==> config.mk <==
export PLATFORM = sky130hd
export DESIGN_NAME = three_level_priority_queue_unit
export DESIGN_NICKNAME = d
export VERILOG_FILES = /design/src/rtl/core/tlpq_pkg.sv /design/src/rtl/core/tlpq_store.sv /design/src/rtl/core/tlpq_ptrs.sv /design/src/rtl/core/three_level_priority_queue_unit.sv
export SDC_FILE = /design/constraint.sdc
export NUM_CORES = 2
export LEC_CHECK = 0
export BUFFER_PORTS_ARGS = -buffer_cell sky130_fd_sc_hd__clkbuf_2
export CORE_UTILIZATION = 62
export DETAILED_ROUTE_END_ITERATION = 7
export HOLD_SLACK_MARGIN = 0.03
export PLACE_DENSITY = 0.79
export SYNTH_ARGS = -nofsm -noshare
export SYNTH_HDL_FRONTEND = slang
export SYNTH_HIERARCHICAL = 1
export SYNTH_SLANG_ARGS = --single-unit
export TNS_END_PERCENT = 1
==> constraint.sdc <==
create_clock -name clk -period 7.8 [get_ports clk]
set_input_delay 0 -clock clk [delete_from_list [all_inputs] [get_ports clk]]
set_output_delay 0 -clock clk [all_outputs]
set_load 0.02 [all_outputs]
==> src/rtl/core/tlpq_pkg.sv <==
package tlpq_pkg;

  localparam int DEF_LEVEL_DEPTH = 16;
  localparam int DEF_LEVEL_COUNT = 3;
  localparam int DATA_W          = 32;

  typedef enum logic [1:0] {
    FUNC_PUSH  = 2'd0,
    FUNC_POP   = 2'd1,
    FUNC_CLEAR = 2'd2,
    FUNC_QUERY = 2'd3
  } func_t;

  typedef enum logic [1:0] {
    STAT_OK      = 2'd0,
    STAT_EMPTY   = 2'd1,
    STAT_BAD_PRI = 2'd2,
    STAT_FULL    = 2'd3
  } status_t;

  typedef enum logic [1:0] {
    S_IDLE,
    S_EXEC,
    S_FRONT,
    S_FINISH
  } state_t;

  // command handed to the pointer block for one transaction
  typedef struct packed {
    logic       exec;
    func_t      func;
    logic [1:0] pri;
  } tlpq_cmd_t;

  // outcome of the execute cycle
  typedef struct packed {
    status_t    status;
    logic       popped;
    logic [1:0] pop_pri;
  } tlpq_step_t;

endpackage

==> src/rtl/core/tlpq_store.sv <==
module tlpq_store
  import tlpq_pkg::*;
#(
  parameter int DEPTH = DEF_LEVEL_DEPTH * DEF_LEVEL_COUNT
) (
  input  logic                     clk,
  input  logic                     wr_en,
  input  logic [$clog2(DEPTH)-1:0] wr_addr,
  input  logic [DATA_W-1:0]        wr_data,
  input  logic [$clog2(DEPTH)-1:0] rd_addr,
  output logic [DATA_W-1:0]        rd_data
);

  logic [DATA_W-1:0] mem [DEPTH];

  always_ff @(posedge clk) begin
    if (wr_en) begin
      mem[wr_addr] <= wr_data;
    end
  end

  always_ff @(posedge clk) begin
    rd_data <= mem[rd_addr];
  end

endmodule

==> src/rtl/core/tlpq_ptrs.sv <==
module tlpq_ptrs
  import tlpq_pkg::*;
#(
  parameter int LEVEL_DEPTH = DEF_LEVEL_DEPTH,
  parameter int LEVEL_COUNT = DEF_LEVEL_COUNT,
  localparam int ADDR_W = $clog2(LEVEL_DEPTH * LEVEL_COUNT),
  localparam int FILL_W = $clog2(LEVEL_DEPTH + 1),
  localparam int TOT_W  = $clog2(LEVEL_DEPTH * LEVEL_COUNT + 1)
) (
  input  logic              clk,
  input  logic              rst,
  input  tlpq_cmd_t         cmd,
  input  logic [1:0]        query_level,
  output tlpq_step_t        step,
  output logic              wr_en,
  output logic [ADDR_W-1:0] wr_addr,
  output logic [ADDR_W-1:0] pop_addr,
  output logic [ADDR_W-1:0] front_addr,
  output logic              front_busy,
  output logic [1:0]        front_pri,
  output logic [TOT_W-1:0]  total,
  output logic [FILL_W-1:0] level_cnt
);

  localparam int IDX_W = $clog2(LEVEL_DEPTH);
  localparam int LVL_W = $clog2(LEVEL_COUNT);

  logic [IDX_W-1:0]  head [LEVEL_COUNT];
  logic [IDX_W-1:0]  tail [LEVEL_COUNT];
  logic [FILL_W-1:0] fill [LEVEL_COUNT];

  logic [LVL_W-1:0] push_lvl;
  logic [LVL_W-1:0] busy_lvl;
  logic             pri_ok;
  logic             lvl_full;
  logic             push_ok;
  logic             pop_ok;

  function automatic logic [IDX_W-1:0] next_pos(logic [IDX_W-1:0] p);
    return (p == IDX_W'(LEVEL_DEPTH - 1)) ? '0 : p + 1'b1;
  endfunction

  function automatic logic [ADDR_W-1:0] ent_addr(logic [LVL_W-1:0] lv,
                                                  logic [IDX_W-1:0] ix);
    return ADDR_W'(ADDR_W'(lv) * ADDR_W'(LEVEL_DEPTH)) + ADDR_W'(ix);
  endfunction

  // lowest-numbered busy level (priority 1) wins
  always_comb begin
    front_busy = 1'b0;
    busy_lvl   = '0;
    for (int l = LEVEL_COUNT - 1; l >= 0; l--) begin
      if (fill[l] != '0) begin
        front_busy = 1'b1;
        busy_lvl   = LVL_W'(l);
      end
    end
  end

  always_comb begin
    total = '0;
    for (int l = 0; l < LEVEL_COUNT; l++) begin
      total = total + TOT_W'(fill[l]);
    end
  end

  always_comb begin
    level_cnt = '0;
    if (query_level != 2'd0 && 32'(query_level) <= LEVEL_COUNT) begin
      level_cnt = fill[LVL_W'(query_level - 2'd1)];
    end
  end

  assign push_lvl   = LVL_W'(cmd.pri - 2'd1);
  assign pri_ok     = (cmd.pri != 2'd0) && (32'(cmd.pri) <= LEVEL_COUNT);
  assign lvl_full   = (fill[push_lvl] == FILL_W'(LEVEL_DEPTH));
  assign push_ok    = cmd.exec && (cmd.func == FUNC_PUSH) && pri_ok && !lvl_full;
  assign pop_ok     = cmd.exec && (cmd.func == FUNC_POP) && front_busy;
  assign wr_en      = push_ok;
  assign wr_addr    = ent_addr(push_lvl, tail[push_lvl]);
  assign pop_addr   = ent_addr(busy_lvl, head[busy_lvl]);
  assign front_addr = pop_addr;
  assign front_pri  = 2'(32'(busy_lvl) + 1);

  always_comb begin
    step.status  = STAT_OK;
    step.popped  = 1'b0;
    step.pop_pri = 2'd0;
    unique case (cmd.func)
      FUNC_PUSH: begin
        if (!pri_ok) begin
          step.status = STAT_BAD_PRI;
        end else if (lvl_full) begin
          step.status = STAT_FULL;
        end
      end
      FUNC_POP: begin
        if (!front_busy) begin
          step.status = STAT_EMPTY;
        end else begin
          step.popped  = 1'b1;
          step.pop_pri = front_pri;
        end
      end
      FUNC_CLEAR, FUNC_QUERY: begin
        step.status = STAT_OK;
      end
      default: begin
        step.status = STAT_OK;
      end
    endcase
  end

  always_ff @(posedge clk) begin
    if (rst || (cmd.exec && cmd.func == FUNC_CLEAR)) begin
      for (int l = 0; l < LEVEL_COUNT; l++) begin
        head[l] <= '0;
        tail[l] <= '0;
        fill[l] <= '0;
      end
    end else if (push_ok) begin
      tail[push_lvl] <= next_pos(tail[push_lvl]);
      fill[push_lvl] <= fill[push_lvl] + 1'b1;
    end else if (pop_ok) begin
      head[busy_lvl] <= next_pos(head[busy_lvl]);
      fill[busy_lvl] <= fill[busy_lvl] - 1'b1;
    end
  end

endmodule

==> src/rtl/core/three_level_priority_queue_unit.sv <==
// strict priority queue, three levels, fifo order within a level
// done strobes once an accepted transaction has passed through the execute, front
// and finish states; busy holds off a new start until the unit is idle again,
// since the single storage read port serves the pop read, then the front read
// reset (rst, synchronous): empties all levels; storage is not cleared
// results are not flow controlled: the receiver cannot stall done
module three_level_priority_queue_unit
  import tlpq_pkg::*;
#(
  parameter int LEVEL_DEPTH = DEF_LEVEL_DEPTH,
  parameter int LEVEL_COUNT = DEF_LEVEL_COUNT
) (
  input  logic               clk,
  input  logic               rst,
  input  logic               start,
  output logic               busy,
  input  logic [1:0]         func,
  input  logic signed [31:0] push_value,
  input  logic [1:0]         push_priority,
  input  logic [1:0]         query_level,
  output logic               done,
  output logic [1:0]         status,
  output logic signed [31:0] popped_value,
  output logic [1:0]         popped_priority,
  output logic signed [31:0] front_value,
  output logic [1:0]         front_priority,
  output logic [5:0]         total_count,
  output logic [4:0]         level_count,
  output logic               queue_empty
);

  localparam int DEPTH  = LEVEL_DEPTH * LEVEL_COUNT;
  localparam int ADDR_W = $clog2(DEPTH);
  localparam int FILL_W = $clog2(LEVEL_DEPTH + 1);
  localparam int TOT_W  = $clog2(DEPTH + 1);

  state_t state;
  state_t state_next;

  // transaction latched at accept
  func_t             func_q;
  logic [1:0]        pri_q;
  logic [1:0]        ql_q;
  logic [31:0]       value_q;

  tlpq_cmd_t         cmd;
  tlpq_step_t        step;
  tlpq_step_t        step_q;

  logic              wr_en;
  logic [ADDR_W-1:0] wr_addr;
  logic [ADDR_W-1:0] pop_addr;
  logic [ADDR_W-1:0] front_addr;
  logic [ADDR_W-1:0] rd_addr;
  logic [31:0]       rd_data;
  logic              front_busy;
  logic [1:0]        front_pri;
  logic [TOT_W-1:0]  total;
  logic [FILL_W-1:0] level_cnt;

  logic              accept;
  logic              exec;

  assign accept = start && !busy;

  // next state
  always_comb begin
    state_next = state;
    unique case (state)
      S_IDLE:   if (start) state_next = S_EXEC;
      S_EXEC:   state_next = S_FRONT;
      S_FRONT:  state_next = S_FINISH;
      S_FINISH: state_next = S_IDLE;
      default:  state_next = S_IDLE;
    endcase
  end

  // state outputs
  always_comb begin
    busy = 1'b1;
    exec = 1'b0;
    unique case (state)
      S_IDLE:   busy = 1'b0;
      S_EXEC:   exec = 1'b1;
      S_FRONT:  exec = 1'b0;
      S_FINISH: exec = 1'b0;
      default:  busy = 1'b1;
    endcase
  end

  always_ff @(posedge clk) begin
    if (rst) begin
      state <= S_IDLE;
    end else begin
      state <= state_next;
    end
  end

  always_ff @(posedge clk) begin
    if (accept) begin
      func_q  <= func_t'(func);
      pri_q   <= push_priority;
      ql_q    <= query_level;
      value_q <= push_value;
    end
  end

  assign cmd.exec = exec;
  assign cmd.func = func_q;
  assign cmd.pri  = pri_q;

  tlpq_ptrs #(
    .LEVEL_DEPTH(LEVEL_DEPTH),
    .LEVEL_COUNT(LEVEL_COUNT)
  ) u_ptrs (
    .clk         (clk),
    .rst         (rst),
    .cmd         (cmd),
    .query_level (ql_q),
    .step        (step),
    .wr_en       (wr_en),
    .wr_addr     (wr_addr),
    .pop_addr    (pop_addr),
    .front_addr  (front_addr),
    .front_busy  (front_busy),
    .front_pri   (front_pri),
    .total       (total),
    .level_cnt   (level_cnt)
  );

  // pop read during execute, front read once the pointers have moved
  assign rd_addr = exec ? pop_addr : front_addr;

  tlpq_store #(
    .DEPTH(DEPTH)
  ) u_store (
    .clk     (clk),
    .wr_en   (wr_en),
    .wr_addr (wr_addr),
    .wr_data (value_q),
    .rd_addr (rd_addr),
    .rd_data (rd_data)
  );

  always_ff @(posedge clk) begin
    if (exec) begin
      step_q <= step;
    end
  end

  // popped entry arrives while in front state
  always_ff @(posedge clk) begin
    if (state == S_FRONT) begin
      popped_value <= step_q.popped ? $signed(rd_data) : 32'sd0;
    end
  end

  // front entry arrives in finish state; publish the whole result
  always_ff @(posedge clk) begin
    if (state == S_FINISH) begin
      status          <= step_q.status;
      popped_priority <= step_q.pop_pri;
      front_value     <= front_busy ? $signed(rd_data) : 32'sd0;
      front_priority  <= front_busy ? front_pri : 2'd0;
      total_count     <= 6'(total);
      level_count     <= 5'(level_cnt);
      queue_empty     <= (total == '0);
    end
  end

  always_ff @(posedge clk) begin
    if (rst) begin
      done <= 1'b0;
    end else begin
      done <= (state == S_FINISH);
    end
  end

endmodule

==> run metrics <==
status=complete, no violations; Cell Area, Synth=67800 µm²; Worst-Skew Late Latency=780 ps; DRT iter0 DRCs=4830; Total GRT Usage=29.3%; #FFs+latches synth=1744; delay of the slowest critical-path stage=830 ps; fin area=76600 µm²; DRC viols=0; die width=333 µm; WHS=104 ps; DRT antenna net count=0; post-synthesis average cell area=19.8 µm²; actual slew at the worst max-slew pin=1350 ps; Post-Syn Instances=3430; Max-Slew Margin vs Limit=9.89%; Slew Viols, Final=0; dominant synthesized flop cell=edfxtp_1; GP Congestion=0.904; Critical Path RT=8410 ps; post_cts resized=0; Area Growth Syn to Fin=12.9%; vias post-DR=35000; nets@finish=3783; placed instance area=70500 µm²; Worst path top cell family by delay=compound AO/OA/AOI/OAI gates; final worst path period share=69.1%; Clock Tree Buf Depth=3; worst-path maximum fanout=56; grt ovf=0; Synth top cells by count=edfxtp_1 (1709), mux2i_1 (512), mux4_2 (174); post-synth top area cell=edfxtp_1; I/O pin cnt=125; element type at the critical path end=flip-flop; crit path DAT=6000 ps; Net Count, Synth=3496; maxcap violations=0; DRT Wirelength=161 mm; CTS tree=built; vias in the first global route=34900; die area=111000 µm²; Final Hold Fails=0; most common cell in the netlist=edfxtp_1; unrepaired setup endpoints after global routing=no; # setup viols final=0; Slowest-stage cell, CP=mux2_4; first-pass GRT wire length=234 mm; number of vias per cell=6.64; first-pass detailed-route iteration total=6; Clk pin slew, worst setup/hold paths=60 ps; initial antenna violation count=3; share of cells above drive strength 1=19.4%; register area share after synthesis=76.7%; Clock Tree Root=clkbuf_16; dpl hpwl=87.1 mm; TritonCTS Buffers=168; pwr dens=338 nW/µm²; Peak VDD IR=237 µV; Post-synth EDFFs=1709; Async SR Flop Fraction=0%; Pwr Total=25900 µW; wire per inst=30.7 µm; yosys warns=6; Final Skew=27.9 ps; # port buffers=124; final setup TNS=0 ps; synth top area cells=edfxtp_1 (76%), mux2i_1 (7.6%), mux4_2 (5.8%); startpoint types=flip-flop; post-synth top area share=75.6%; H-tree depth=4; # rows=120; Leakage Power=0.0249 µW; pin count of the biggest net entering global routing=99; worst slack, placed=2460 ps; Core Area=108000 µm²; post-synth cell types=65; crit path buf inv count=1; CP cell instances=nor3_1 -> nand2_1 -> a21oi_1 -> a221o_1 -> mux2_4 -> and2_4 -> buf_4 -> a22o_1 -> a221oi_1 -> o22ai_1 -> o41ai_2; CP Class=reg -> reg; Hold Crit Class=in -> reg; effective utilization at floorplan=62.9%; FF-to-FF setup slack=2410 ps; f_max=185 MHz; Final Critical Period=5390 ps; Die Span Y=333 µm; final setup margin=2410 ps; CTS Sinks=1744
[layout make-up]
class	count	area (µm²)
Sequential cell	1744	52000
Fill cell	6177	31200
Multi-Input combinational cell	1452	15000
Clock buffer	231	4700
Timing Repair Buffer	309	2360
Tap cell	1403	1760
Clock inverter	80	669
Inverter	42	158
Antenna cell	3	7.51
[power by group]
part | internal, µW | total (µW) | leakage [µW] | switching (µW)
Sequential | 11100 | 11300 | 0.0157 | 222
Combinational | 2560 | 6620 | 0.00657 | 4050
Clock | 4550 | 7930 | 0.00263 | 3380
[worst reg2reg max path: stages (launching register included)]
cell	delay, ps
edfxtp_1	510
nor3_1	330
nand2_1	200
a21oi_1	610
a221o_1	410
mux2_4	840
and2_4	900
buf_4	640
a22o_1	250
a221oi_1	50
o22ai_1	350
o41ai_2	140
[per-stage QoR]
stage	util, %	cells
6_report	71.1	5264
5_1_grt	71.1	5261
4_1_cts	71.1	5261
3_5_place_dp	65.4	4871
3_3_place_gp	65.4	4871
2_1_floorplan	-	3430
[cells in the final DEF (no fill, tap or decap), types with 7 or more instances in the layout]
master	Yosys	layout
clkbuf_8	0	9
edfxtp_1	1709	1709
inv_1	42	42
clkbuf_1	79	46
mux2i_1	512	512
o21ai_0	7	7
buf_4	29	94
nand2_1	58	58
dfxtp_1	35	35
bufinv_16	0	10
dlygate4sd3_1	0	79
nor2_1	95	50
o22ai_1	32	32
and2_1	69	67
nand3_1	8	8
a31oi_1	10	10
o41ai_2	32	32
mux4_2	174	174
buf_12	0	12
xnor2_1	7	7
clkbuf_2	0	124
nor2b_1	14	12
clkinv_1	0	33
a221oi_1	65	65
ha_1	19	17
clkinv_2	0	25
a22o_1	65	65
nor2_4	0	45
a22oi_1	128	128
a21oi_1	72	72
clkbuf_16	0	176
[registers in the layout (all words and copies together) (netlist names), 5 cells and up]
name / flops
step_q: 5
u_store/rd_data: 32
u_ptrs/head: 12
value_q: 32
u_store/mem: 1536
level_count: 5
u_ptrs/tail: 16
u_ptrs/fill: 20
popped_value: 32
front_value: 32
total_count: 6
[cells by family after synthesis]
family / count (synthesis) / share of synthesized area, %
AO/OA/AOI/OAI: 435 / 5.15
XOR/XNOR: 9 / 0.116
adder cells (fa/ha/maj): 25 / 0.527
buffers and inverters: 234 / 1.92
flip-flops: 1744 / 76.7
multiplexers: 692 / 13.4
AND/OR/NAND/NOR: 291 / 2.19
[per-layer routing]
metal,vias to the layer above,routed length [µm],GRT usage (%)
met5,-,0,0
met4,0,4630,9.37
met3,326,17200,6.50
met2,2123,78500,46.7
met1,17900,61200,40.6
li1,14600,-,-
[final timing paths]
kind                startpoint                  to  depth (start not counted)
max          u_ptrs/fill[0][3]  u_store/rd_data[5]                         11
min                        rst                done                          3
max reg2reg  u_ptrs/fill[0][3]  u_store/rd_data[5]                         11
min reg2reg          step_q[3]           status[0]                          0
[what timing repair did]
item	4_1_cts	5_1_grt
setup buffers	0	0
setup endpoints to repair	0	0
endpoints found under the hold margin	89	0
hold buffers	79	0
Power figures use the tool's default switching activity.
